==> src/pcide_pkg.sv <==
// Package with the shared types, offsets and reset image of the IDE configuration space.
package pcide_pkg;

    // Access kind carried by a request.
    typedef enum logic {
        OP_READ  = 1'b0,
        OP_WRITE = 1'b1
    } op_t;

    // Controller states.
    typedef enum logic {
        ST_IDLE = 1'b0,
        ST_EXEC = 1'b1
    } state_t;

    // Commands from the controller to the datapath.
    typedef struct packed {
        logic capture;
        logic commit;
        logic load_out;
    } pcide_cmd_t;

    // Status from the datapath to the controller.
    typedef struct packed {
        logic is_read;
    } pcide_status_t;

    localparam int unsigned SPACE_DEPTH = 256;
    localparam int unsigned OFF_W       = $clog2(SPACE_DEPTH);

    // Offsets with special write or read behavior.
    localparam logic [7:0] OFF_COMMAND    = 8'h04;
    localparam logic [7:0] OFF_COMMAND_HI = 8'h05;
    localparam logic [7:0] OFF_STATUS_HI  = 8'h07;
    localparam logic [7:0] OFF_BAR0       = 8'h10;
    localparam logic [7:0] OFF_BAR1       = 8'h14;
    localparam logic [7:0] OFF_BAR2       = 8'h18;
    localparam logic [7:0] OFF_BAR3       = 8'h1c;
    localparam logic [7:0] OFF_BAR4       = 8'h20;
    localparam logic [7:0] OFF_SUBSYS_LO  = 8'h2e;
    localparam logic [7:0] OFF_SUBSYS_HI  = 8'h2f;
    localparam logic [7:0] OFF_ROM0       = 8'h30;
    localparam logic [7:0] OFF_ROM1       = 8'h31;
    localparam logic [7:0] OFF_ROM2       = 8'h32;
    localparam logic [7:0] OFF_ROM3       = 8'h33;
    localparam logic [7:0] OFF_MISC       = 8'h51;
    localparam logic [7:0] OFF_UNLOCK     = 8'h5a;
    localparam logic [7:0] OFF_DPLL       = 8'h5b;
    localparam logic [7:0] OFF_CLK_LO     = 8'h78;
    localparam logic [7:0] OFF_CLK_HI     = 8'h79;

    // Write masks.
    localparam logic [7:0] MASK_COMMAND    = 8'h07;
    localparam logic [7:0] MASK_COMMAND_HI = 8'h01;
    localparam logic [7:0] MASK_STATUS_W1C = 8'hb8;
    localparam logic [7:0] MASK_BAR_IO8    = 8'hf8;
    localparam logic [7:0] MASK_BAR_IO4    = 8'hfc;
    localparam logic [7:0] MASK_BAR_IO16   = 8'hf0;
    localparam logic [7:0] MASK_MISC       = 8'hf0;
    localparam logic [7:0] MASK_DPLL       = 8'h7f;

    localparam logic [6:0] DPLL_SLOW_CODE  = 7'h28;
    localparam logic [7:0] DPLL_RESET      = 8'h23;
    localparam int unsigned UNLOCK_BIT     = 2;
    localparam logic [7:0] FN1_READ        = 8'hff;

    // ROM BAR alignment masks for the two window sizes.
    localparam logic [31:0] ROM_WIN_SMALL  = 32'h0000_8000;
    localparam logic [31:0] ROM_WIN_BIG    = 32'h0001_0000;
    localparam logic [31:0] ROM_MASK_SMALL = ~(ROM_WIN_SMALL - 32'd1);
    localparam logic [31:0] ROM_MASK_BIG   = ~(ROM_WIN_BIG - 32'd1);

    // Power-on contents of function 0; bytes not listed are zero.
    function automatic logic [7:0] pcide_image(input logic [7:0] off);
        logic [7:0] v;
        v = 8'h00;
        case (off)
            8'h00: v = 8'h03;
            8'h01: v = 8'h11;
            8'h02: v = 8'h04;
            8'h06: v = 8'h10;
            8'h07: v = 8'h02;
            8'h08: v = 8'h03;
            8'h0a: v = 8'h04;
            8'h0b: v = 8'h01;
            8'h10: v = 8'h01;
            8'h14: v = 8'h01;
            8'h18: v = 8'h01;
            8'h1c: v = 8'h01;
            8'h20: v = 8'h01;
            8'h2c: v = 8'h03;
            8'h2d: v = 8'h11;
            8'h2e: v = 8'h04;
            8'h34: v = 8'h60;
            8'h3d: v = 8'h01;
            8'h40: v = 8'ha7;
            8'h41: v = 8'ha7;
            8'h42: v = 8'h20;
            8'h43: v = 8'h01;
            8'h44: v = 8'ha7;
            8'h45: v = 8'ha7;
            8'h46: v = 8'h20;
            8'h47: v = 8'h01;
            8'h50: v = 8'h04;
            8'h54: v = 8'h04;
            8'h5b: v = DPLL_RESET;
            8'h60: v = 8'h01;
            8'h78: v = 8'h9c;
            default: v = 8'h00;
        endcase
        return v;
    endfunction

endpackage

==> src/pcide_ctrl.sv <==
// Controller state machine that sequences each configuration request.
module pcide_ctrl (
    input  logic                    aclk,
    input  logic                    aresetn,
    input  logic                    s_valid,
    output logic                    s_ready,
    output logic                    m_valid,
    input  logic                    m_ready,
    input  pcide_pkg::pcide_status_t status,
    output pcide_pkg::pcide_cmd_t    cmd
);
    import pcide_pkg::*;

    state_t state_reg, state_next;
    logic   m_valid_reg, m_valid_next;
    logic   out_free;

    assign out_free = !m_valid_reg || m_ready;

    // Next state: a write finishes at once, a read waits for a free output register.
    always_comb begin
        state_next = state_reg;
        case (state_reg)
            ST_IDLE: begin
                if (s_valid) state_next = ST_EXEC;
            end
            ST_EXEC: begin
                if (!status.is_read || out_free) state_next = ST_IDLE;
            end
            default: state_next = ST_IDLE;
        endcase
    end

    // Outputs and commands to the datapath; no request is taken while reset is held.
    always_comb begin
        cmd          = '0;
        s_ready      = 1'b0;
        m_valid_next = m_valid_reg && !m_ready;
        case (state_reg)
            ST_IDLE: begin
                s_ready     = aresetn;
                cmd.capture = s_valid && aresetn;
            end
            ST_EXEC: begin
                cmd.commit   = !status.is_read || out_free;
                cmd.load_out = status.is_read && out_free;
                if (cmd.load_out) m_valid_next = 1'b1;
            end
            default: begin
                s_ready = 1'b0;
            end
        endcase
    end

    always_ff @(posedge aclk) begin
        if (!aresetn) begin
            state_reg   <= ST_IDLE;
            m_valid_reg <= 1'b0;
        end else begin
            state_reg   <= state_next;
            m_valid_reg <= m_valid_next;
        end
    end

    assign m_valid = m_valid_reg;

endmodule

==> src/pcide_datapath.sv <==
// Datapath with the configuration byte memory, special registers and write masks.
module pcide_datapath (
    input  logic                     aclk,
    input  logic                     aresetn,
    input  pcide_pkg::pcide_cmd_t    cmd,
    output pcide_pkg::pcide_status_t status,
    input  logic                     cfg_we,
    input  logic                     cfg_data,
    input  logic                     s_operation,
    input  logic                     s_function_number,
    input  logic [7:0]               s_register_offset,
    input  logic [7:0]               s_write_byte,
    output logic [7:0]               m_read_byte
);
    import pcide_pkg::*;

    // Captured request.
    logic             op_reg;
    logic             fn_reg;
    logic [OFF_W-1:0] off_reg;
    logic [7:0]       data_reg;

    // Function 0 byte memory with a valid bit for each entry.
    logic [7:0]             mem_reg [SPACE_DEPTH];
    logic [7:0]             rd_reg;
    logic [SPACE_DEPTH-1:0] valid_reg, valid_next;

    // Bytes kept outside the memory because other logic reads them directly.
    logic [31:0] rombar_reg, rombar_next;
    logic [7:0]  unlock_reg, unlock_next;
    logic [7:0]  dpll_reg, dpll_next;
    logic [3:0]  dpll_cnt_reg, dpll_cnt_next;
    logic        rom_large_reg;
    logic [7:0]  out_reg;

    logic        wr_commit;
    logic        rd_commit;
    logic [7:0]  cur_byte;
    logic [7:0]  dpll_view;
    logic        dpll_slow;
    logic [7:0]  rd_val;
    logic        mem_we;
    logic [7:0]  mem_wdata;
    logic [31:0] bar_w;

    assign status.is_read = (op_reg == OP_READ);
    assign wr_commit = cmd.commit && (op_reg == OP_WRITE) && !fn_reg;
    assign rd_commit = cmd.commit && (op_reg == OP_READ) && !fn_reg;

    // Memory contents, or the power-on value where the entry was never written.
    assign cur_byte = valid_reg[off_reg] ? rd_reg : pcide_image(off_reg);

    // DPLL view: the lock bit follows the read counter in the slow setting.
    assign dpll_slow = (dpll_reg[6:0] == DPLL_SLOW_CODE);
    assign dpll_view = {dpll_slow ? dpll_cnt_reg[3] : 1'b1, dpll_reg[6:0]};

    // Read data selection.
    always_comb begin
        case (off_reg)
            OFF_ROM0:   rd_val = rombar_reg[7:0];
            OFF_ROM1:   rd_val = rombar_reg[15:8];
            OFF_ROM2:   rd_val = rombar_reg[23:16];
            OFF_ROM3:   rd_val = rombar_reg[31:24];
            OFF_UNLOCK: rd_val = unlock_reg;
            OFF_DPLL:   rd_val = dpll_view;
            default:    rd_val = cur_byte;
        endcase
    end

    // ROM BAR with the written byte merged in, before alignment.
    always_comb begin
        bar_w = rombar_reg;
        case (off_reg[1:0])
            2'd0:    bar_w[7:0]   = data_reg;
            2'd1:    bar_w[15:8]  = data_reg;
            2'd2:    bar_w[23:16] = data_reg;
            default: bar_w[31:24] = data_reg;
        endcase
    end

    // Write decode with the per-offset masks.
    always_comb begin
        mem_we        = 1'b0;
        mem_wdata     = data_reg;
        rombar_next   = rombar_reg;
        unlock_next   = unlock_reg;
        dpll_next     = dpll_reg;
        dpll_cnt_next = dpll_cnt_reg;
        case (off_reg)
            OFF_COMMAND: begin
                mem_we    = 1'b1;
                mem_wdata = data_reg & MASK_COMMAND;
            end
            OFF_COMMAND_HI: begin
                mem_we    = 1'b1;
                mem_wdata = data_reg & MASK_COMMAND_HI;
            end
            OFF_STATUS_HI: begin
                mem_we    = 1'b1;
                mem_wdata = cur_byte & ~(data_reg & MASK_STATUS_W1C);
            end
            OFF_BAR0, OFF_BAR2: begin
                mem_we    = 1'b1;
                mem_wdata = (data_reg & MASK_BAR_IO8) | 8'h01;
            end
            OFF_BAR1, OFF_BAR3: begin
                mem_we    = 1'b1;
                mem_wdata = (data_reg & MASK_BAR_IO4) | 8'h01;
            end
            OFF_BAR4: begin
                mem_we    = 1'b1;
                mem_wdata = (data_reg & MASK_BAR_IO16) | 8'h01;
            end
            OFF_SUBSYS_LO, OFF_SUBSYS_HI: begin
                mem_we = unlock_reg[UNLOCK_BIT];
            end
            OFF_ROM0, OFF_ROM1, OFF_ROM2, OFF_ROM3: begin
                rombar_next = (bar_w & (rom_large_reg ? ROM_MASK_BIG : ROM_MASK_SMALL))
                              | {31'd0, bar_w[0]};
            end
            OFF_MISC: begin
                mem_we    = 1'b1;
                mem_wdata = data_reg & MASK_MISC;
            end
            OFF_UNLOCK: begin
                unlock_next = data_reg;
            end
            OFF_DPLL: begin
                dpll_next     = data_reg & MASK_DPLL;
                dpll_cnt_next = 4'd0;
            end
            OFF_CLK_LO, OFF_CLK_HI: begin
                mem_we = 1'b0;
            end
            default: begin
                mem_we = off_reg inside {8'h0d, [8'h11:8'h13], [8'h15:8'h17],
                                         [8'h19:8'h1b], [8'h1d:8'h1f], [8'h21:8'h23],
                                         8'h3c, [8'h40:8'h50], [8'h52:8'h59],
                                         [8'h5c:8'h77], [8'h7a:8'hff]};
            end
        endcase
    end

    // Valid bit set on every memory write.
    always_comb begin
        valid_next = valid_reg;
        if (wr_commit && mem_we) valid_next[off_reg] = 1'b1;
    end

    // Request capture, memory port and output register.
    always_ff @(posedge aclk) begin
        if (cmd.capture) begin
            op_reg   <= s_operation;
            fn_reg   <= s_function_number;
            off_reg  <= s_register_offset;
            data_reg <= s_write_byte;
            rd_reg   <= mem_reg[s_register_offset];
        end
        if (wr_commit && mem_we) mem_reg[off_reg] <= mem_wdata;
        if (cmd.load_out) out_reg <= fn_reg ? FN1_READ : rd_val;
    end

    // Control state and special registers.
    always_ff @(posedge aclk) begin
        if (!aresetn) begin
            valid_reg     <= '0;
            rombar_reg    <= 32'd0;
            unlock_reg    <= 8'h00;
            dpll_reg      <= DPLL_RESET;
            dpll_cnt_reg  <= 4'd0;
            rom_large_reg <= 1'b0;
        end else begin
            if (cfg_we) rom_large_reg <= cfg_data;
            if (wr_commit) begin
                valid_reg    <= valid_next;
                rombar_reg   <= rombar_next;
                unlock_reg   <= unlock_next;
                dpll_reg     <= dpll_next;
                dpll_cnt_reg <= dpll_cnt_next;
            end else if (rd_commit && (off_reg == OFF_DPLL) && dpll_slow) begin
                dpll_cnt_reg <= dpll_cnt_reg + 4'd1;
            end
        end
    end

    assign m_read_byte = out_reg;

endmodule

==> src/pci_ide_config_space.sv <==
// Top level of the IDE controller configuration space: controller plus datapath.
//
// Usage:
//   Requests arrive on the s_ channel (s_valid/s_ready) as one byte access each:
//   s_operation selects read or write, s_function_number the PCI function,
//   s_register_offset the byte and s_write_byte the data of a write.
//   Each read returns one byte on the m_ channel (m_valid/m_ready); a write
//   returns nothing. The ROM window size is written on the cfg_ channel,
//   which is ready whenever reset is released; the user must write it only
//   while no request is in flight, as the block itself does not enforce this.
//   Each request is first captured while the byte memory is read, then the
//   write masks are applied or the read data is selected. The read port of
//   the byte memory is registered. A read result is loaded into the output
//   register in the execute state, once the output register is free.
//   The output register lets the next request be accepted while a result
//   waits; a read finding the output register still full holds until the
//   receiver takes the older result.
//   Reset returns function 0 to its power-on image at once through per-byte
//   valid bits; no clearing pass is needed.
module pci_ide_config_space (
    input  logic       aclk,
    input  logic       aresetn,
    input  logic       cfg_valid,
    output logic       cfg_ready,
    input  logic       cfg_data,
    input  logic       s_valid,
    output logic       s_ready,
    input  logic       s_operation,
    input  logic       s_function_number,
    input  logic [7:0] s_register_offset,
    input  logic [7:0] s_write_byte,
    output logic       m_valid,
    input  logic       m_ready,
    output logic [7:0] m_read_byte
);
    import pcide_pkg::*;

    pcide_cmd_t    cmd;
    pcide_status_t status;

    assign cfg_ready = aresetn;

    // Sequencing of each request.
    pcide_ctrl u_ctrl (
        .aclk    (aclk),
        .aresetn (aresetn),
        .s_valid (s_valid),
        .s_ready (s_ready),
        .m_valid (m_valid),
        .m_ready (m_ready),
        .status  (status),
        .cmd     (cmd)
    );

    // Storage and masking of the configuration bytes.
    pcide_datapath u_datapath (
        .aclk              (aclk),
        .aresetn           (aresetn),
        .cmd               (cmd),
        .status            (status),
        .cfg_we            (cfg_valid && cfg_ready),
        .cfg_data          (cfg_data),
        .s_operation       (s_operation),
        .s_function_number (s_function_number),
        .s_register_offset (s_register_offset),
        .s_write_byte      (s_write_byte),
        .m_read_byte       (m_read_byte)
    );

    // After a request is accepted, s_ready stays low while the block executes it.
    a_two_cycles: assert property (@(posedge aclk) disable iff (!aresetn)
        (s_valid && s_ready) |=> !s_ready)
        else $error("request accepted in back-to-back cycles");

    // A result is only loaded while a request is being executed.
    a_result_from_exec: assert property (@(posedge aclk) disable iff (!aresetn)
        $rose(m_valid) |-> $past(!s_ready))
        else $error("result appeared without a request in execution");

    // A write produces no result.
    a_write_silent: assert property (@(posedge aclk) disable iff (!aresetn)
        (s_valid && s_ready && (s_operation == OP_WRITE) && !m_valid)
        |=> !m_valid ##1 !m_valid)
        else $error("write request produced a result");

    // The datapath never commits and captures in the same cycle.
    a_cmd_exclusive: assert property (@(posedge aclk) disable iff (!aresetn)
        !(cmd.capture && cmd.commit))
        else $error("capture and commit issued together");

endmodule
==> config.mk <==
export PLATFORM = sky130hd
export DESIGN_NAME = pci_ide_config_space
export DESIGN_NICKNAME = d
export VERILOG_FILES = /design/src/pcide_pkg.sv /design/src/pcide_ctrl.sv /design/src/pcide_datapath.sv /design/src/pci_ide_config_space.sv
export SDC_FILE = /design/constraint.sdc
export NUM_CORES = 2
export LEC_CHECK = 0
export BUFFER_PORTS_ARGS = -buffer_cell sky130_fd_sc_hd__clkbuf_2
export CAP_MARGIN = 30
export CORE_AREA = 2 2 413 415
export DETAILED_ROUTE_END_ITERATION = 10
export DIE_AREA = 0 0 415 417
export GPL_TIMING_DRIVEN = 0
export PLACE_DENSITY = 0.7
export SLEW_MARGIN = 5
export SYNTH_ARGS = -nofsm -noshare
export SYNTH_HDL_FRONTEND = slang
export SYNTH_HIERARCHICAL = 1
export SYNTH_SLANG_ARGS = --single-unit
==> constraint.sdc <==
create_clock -name aclk -period 32.5 [get_ports aclk]
set_clock_uncertainty 0.05 [all_clocks]
set_input_delay 6.5 -clock aclk [delete_from_list [all_inputs] [get_ports aclk]]
set_output_delay 6.5 -clock aclk [all_outputs]
set_load 0.05 [all_outputs]
Yosys cells after proc, flatten, opt, wreduce, memory -nomap -nowiden. Memory sizes are Yosys's and may differ from the RTL's. A register that Yosys moved wholly into a read port is not among the register bits. Index checks and enable logic that the tools add are counted.

RAM bits: 2048. Output and inout bits: 11. Word-level logic and storage cells: 138. Register bits after elaboration: 336. Memories: 2. Memory bits (read-only): 1024.

Memory list: u_datapath.mem_reg (words 256, bits a word 8, rd ports 1, clocked after Yosys merged registers in 1, write ports 1, RTL line pcide_datapath.sv:24) `logic [7:0] mem_reg [SPACE_DEPTH];`; (name not given) (words 128, bits a word 8, rd ports 1, clocked after Yosys merged registers in 1, write ports 0, RTL line pcide_pkg.sv:77) `case (off)`.

Magnitude comparators: 20. Bitwise logic cells: 7. Reduce and logical (&&, ||, !) cells: 41. Equal/unequal tests: 25. Muxes and demuxes: 29. $add $sub $neg: 1.

Operators with widths (number): $or 256x256->256 (1); $eq 8x6->1 const B (8); $pmux 8 s7 (1); $mux 8 (6); $pmux 8 s6 (1); $eq 8x7->1 const B (5); $and 32x32->32 (1); $eq 8x5->1 const B (4); $ge 8x5->1 const B (4); $ge 8x7->1 const B (4); $le 8x5->1 const B (4); $or 32x1->32 (1); $eq 8x3->1 const B (3); $le 8x7->1 const B (3); $logic_and 1x1->1 (21); $mux 16 (1); $mux 4 (3); $mux 1 (11); $reduce_bool 11->1 (1); $reduce_and 2->1 (5); $lt 8x9->1 const B (1); $reduce_or 9->1 (1); $and 8x8->8 (1); $bmux 1 s8 (1); 25 further kinds (31).

Depth between registers and ports, before layout.
Depth in word-level cells: 10. Depth in mapped cells: 14. Mapped depth without buffers: 9.

Modules after synthesis. The synthesis kept the hierarchy.

Modules (own cells, without submodules): pcide_datapath (sequential area each 68565.8 um^2, instances 1, area each 91964.5 um^2, cells an instance 4356); pcide_ctrl (sequential area each 40.0 um^2, instances 1, area each 112.6 um^2, cells an instance 13); pci_ide_config_space (sequential area each 0.0 um^2, instances 1, area each 13.8 um^2, cells an instance 2).

Worst setup path before layout. Ideal clock, no wire load.

Path kind: register -> register. From: register u_datapath.off_reg[0]. To: memory u_datapath.mem_reg[0][4] (data pin). Setup time: 2.239 ns. Slack: 17.684 ns. Stages on the path, launching flop included: 12. Arrival: 12.527 ns. Period minus slack after synthesis: 14.816 ns. Buffers on the path: 3. Cell sequence: edfxtp_1 > buf_6 > buf_4 > mux4_2 > mux2i_1 > a211oi_1 > a22oi_1 > o31a_1 > buf_4 > nand2_1 > mux2i_1 > o31ai_1.

Word-level cells in the longest chain between the ends: 5.

RTL lines: start, declared (RTL line pcide_datapath.sv:20) `logic [OFF_W-1:0] off_reg;`; start signal, assigned (RTL line pcide_datapath.sv:155) `off_reg <= s_register_offset;`; $bmux 1 s8 (RTL line pcide_datapath.sv:51) `assign cur_byte = valid_reg[off_reg] ? rd_reg : pcide_image(off_reg);`; $mux 1 (not written as such) (RTL line pcide_datapath.sv:51); $mux 8 (RTL line pcide_datapath.sv:51); $and 8x8->8 (RTL line pcide_datapath.sv:100) `mem_wdata = cur_byte & ~(data_reg & MASK_STATUS_W1C);`; $pmux 8 s7 (*) (RTL line pcide_datapath.sv:89) `case (off_reg)`; via u_datapath.mem_wdata[4] (RTL line pcide_datapath.sv:43) `logic [7:0] mem_wdata;`; end, declared (RTL line pcide_datapath.sv:24).

The timed path passes the listed nets; every way through them passes the cells marked *. The select of a mux whose other input is x is not followed.

Final worst setup path.
From: input port aresetn. To: output port s_ready.

Word-level cells in the longest chain between the ends: 1.

RTL lines: start, declared (RTL line pci_ide_config_space.sv:22) `input logic aresetn,`; $mux 1 (RTL line pcide_ctrl.sv:39) `case (state_reg)`; end, declared (RTL line pci_ide_config_space.sv:27) `output logic s_ready,`.

No other way between the ends.

==> results by group <==
Finish
  – Layout cells sized above 1: 27.0%
  – Commonest non-fill, non-tap cell in the layout: edfxtp_1
  – Design area: 0.107 mm^2
  – Register area: 0.0686 mm^2
  – Max reg flops: 2048
  – FILL cells: 11461
  – Leading cell types in the layout, fill and taps excluded: 2082 x edfxtp_1, 703 x mux4_2, 328 x conb_1
  – Area Overhead vs Synth: 16.4%
  – Post-layout net count: 5257
  – Area occupied by multi-input gates: 0.0236 mm^2

STA
  – Final min period: 13.79 ns
  – Sum Neg Setup Slack: 0 ns
  – Max-slew violation count: 0
  – Worst Tran Pin Value: 1.09 ns
  – Period utilization: 42.4%
  – Max frequency: 72.5 MHz
  – Setup-failing EPs final: 0
  – Unrepaired setup endpoints after global routing: no
  – Final Hold Fails: 0
  – Max_slew headroom: 27.6%

Drt
  – Final wirelength: 255000 um
  – Vias per cell: 6.40
  – Initial drt markers: 6911
  – Routed len/inst: 33.4 um
  – DRT antenna net count: 0
  – Router iterations before antenna repair: 8
  – Via count: 48916
  – DRC: 0

Power and ir drop
  – Share of power burned in registers: 53.2%
  – Sw Share: 21.9%
  – Total power: 6.31 mW
  – Cell internal pwr: 4.93 mW
  – Clk pwr share: 41.1%
  – Leakage: 35.3 nW
  – Peak supply drop: 0.0565 mV
  – Cell Pwr Density: 58.9 mW/mm^2
  – Switching power: 1.38 mW
  – Comb power frac: 5.8%

Setup path
  – Slowest CP cell: clkbuf_2
  – Path depth of the worst reg2reg path: 12
  – R2R Setup Slk: 27.34 ns
  – Kind of critical path: in -> out
  – Setup crit end kind: output pin
  – Startpoint types: input port
  – Max incr delay on CP: 0.28 ns
  – Reg-to-Reg Start: u_datapath/off_reg[3]
  – CP Data Required Time: 25.95 ns
  – Crit Path Max Fanout: 10
  – Worst-path cell chain: clkbuf_2, nor2b_2, clkbuf_2
  – Worst path arrival time: 7.24 ns
  – Cell with the most instances on the worst path: clkbuf_2
  – FF-to-FF End: u_datapath/mem_reg[129][2]

Clock tree
  – Clock sinks: 2386
  – Post-CTS Setup Inserts: 0
  – Number of buffers created by CTS: 228
  – Bufs on Longest Clock Path: 3
  – Cts repair resizes: 0
  – CTS Root Cell: clkbuf_16
  – Clk slew on worst S/H paths: 0.06 ns
  – Clock latency on the worst-skew pair: 0.88 ns
  – CTS tree: done
  – H-tree Lvls: 4
  – Hold_buf cts: 0

Global routing
  – Largest net degree at the start of global routing: 49
  – Initial antenna violation count: 14
  – GRT overflow: 0
  – First-pass GRT wire length: 357000 um
  – Gr usage total: 29.7%
  – Vias in the first global route: 47862

Floorplanning
  – Die Area: 0.173 mm^2
  – Die Wd: 415 um
  – Starting Density: 54.6%
  – Cell row count: 151
  – Die height: 417 um
  – Core area: 0.169 mm^2
  – I/O Pins: 35

Yosys
  – Ys Warns: 6
  – Netlist area before placement: 0.0921 mm^2
  – Sequential share of the synthesized area: 74.5%
  – Post-synth top flop: edfxtp_1
  – Flops & latches, synth: 2386
  – Synth Instances: 4371
  – EDFF count, synth: 2082
  – Synth unique cells: 70
  – Syn avg cell area: 21.1 um^2
  – Post-synth ARST share: 0%

Place
  – Hpwl dp: 181000 um
  – Area of placed instances: 0.0995 mm^2
  – Placer Congestion: 0.997
  – Port bufs: 34

Hold path
  – WHS Endpoint: u_datapath/valid_reg[10]
  – Worst Hold Launch: u_datapath/valid_reg[10]
  – Hold Crit Class: reg -> reg
  – Hold Path Depth: 1

Run
  – Max-Cap Viols: 0

Run status
  – Status: complete, no violations
## critical path: cells and delay by family
kind	cells	cell delay [ns]
buf+inv	2	0.53
simple gates	1	0.21
## per-layer routing
layer | wire length (um) | vias up | track usage [%]
li1 | - | 19569 | -
met3 | 27200 | 615 | 6.91
met2 | 121000 | 2948 | 46.8
met5 | 109 | - | 0
met1 | 93000 | 25770 | 39.6
met4 | 13800 | 14 | 14.1
## Yosys cell counts (5+ instances only)
master / instances / area, um^2
a21boi_0: 23 / 173
a21oi_1: 7 / 35.0
a221o_1: 19 / 190
a22oi_1: 46 / 345
and2_1: 47 / 294
buf_1: 25 / 93.8
buf_2: 68 / 340
buf_4: 8 / 60.1
buf_6: 6 / 67.6
clkbuf_1: 157 / 589
dfxtp_1: 304 / 6090
edfxtp_1: 2082 / 62500
ha_1: 6 / 75.1
inv_1: 7 / 26.3
mux2i_1: 81 / 811
mux4_1: 8 / 210
mux4_2: 703 / 15800
nand2_1: 101 / 379
nand2b_1: 6 / 37.5
nand3_1: 52 / 260
nor2_1: 231 / 867
nor2b_1: 25 / 156
nor3_1: 17 / 85.1
nor4_1: 5 / 31.3
o21a_1: 217 / 1630
o21ai_0: 25 / 125
o22ai_1: 8 / 50.1
o31ai_1: 7 / 52.6
or3_1: 5 / 31.3
## through the flow
step	setup slack (ns)	hold WS (ns)	util (%)	cells
after global routing	18.66	0.419	63.6	7639
after floorplan	17.68	0.374	-	4698
after CTS	18.69	0.408	63.4	7605
after detailed placement	18.69	0.390	59.0	7181
final	18.71	0.404	63.6	7641
after global placement	3.65	0.387	57.1	6950
## logic make-up (layout without fill, tap and decap cells)
group | Yosys count | count (layout) | synth area share, %
flip-flops | 2386 | 2386 | 74.5
multiplexers | 793 | 793 | 18.3
AND/OR/NAND/NOR | 516 | 516 | 2.56
AO/OA/AOI/OAI | 393 | 393 | 3.19
buffers and inverters | 275 | 998 | 1.35
adder cells (fa/ha/maj) | 6 | 6 | 0.0815
other | 1 | 330 | 0.00407
XOR/XNOR | 1 | 1 | 0.00951
## power by group through the flow
stage	sequential [mW]	clock, mW	combinational, mW
after floorplan	3.44	0	0.196
after global placement	3.47	0	0.324
after detailed placement	3.42	0	0.356
after CTS	3.36	2.63	0.357
after global routing	3.36	2.74	0.374
final	3.36	2.59	0.363
## how the worst max path moves through the flow
stage                               start                          to  slack (ns)  depth (start not counted)
floorplan           u_datapath/off_reg[0]    u_datapath/mem_reg[0][4]       17.68                         11
global placement    u_datapath/off_reg[1]  u_datapath/mem_reg[228][3]        3.65                         12
detailed placement                aresetn                     s_ready       18.69                          3
CTS                               aresetn                     s_ready       18.69                          3
global route                      aresetn                     s_ready       18.66                          3
finish                            aresetn                     s_ready       18.71                          3
## cell type report
cell class / instances / area share [%]
plain buffers: 267 / 1.15
clock buffers: 293 / 5.72
clock inverters: 131 / 1.17
flip-flops and latches: 2386 / 64.0
repair buffers: 299 / 3.28
inverters: 8 / 0.0280
diodes: 2 / 0.00467
multi-input cells: 2037 / 22.0
well taps: 2218 / 2.59
No activity file was read; power rests on OpenSTA's default activity.
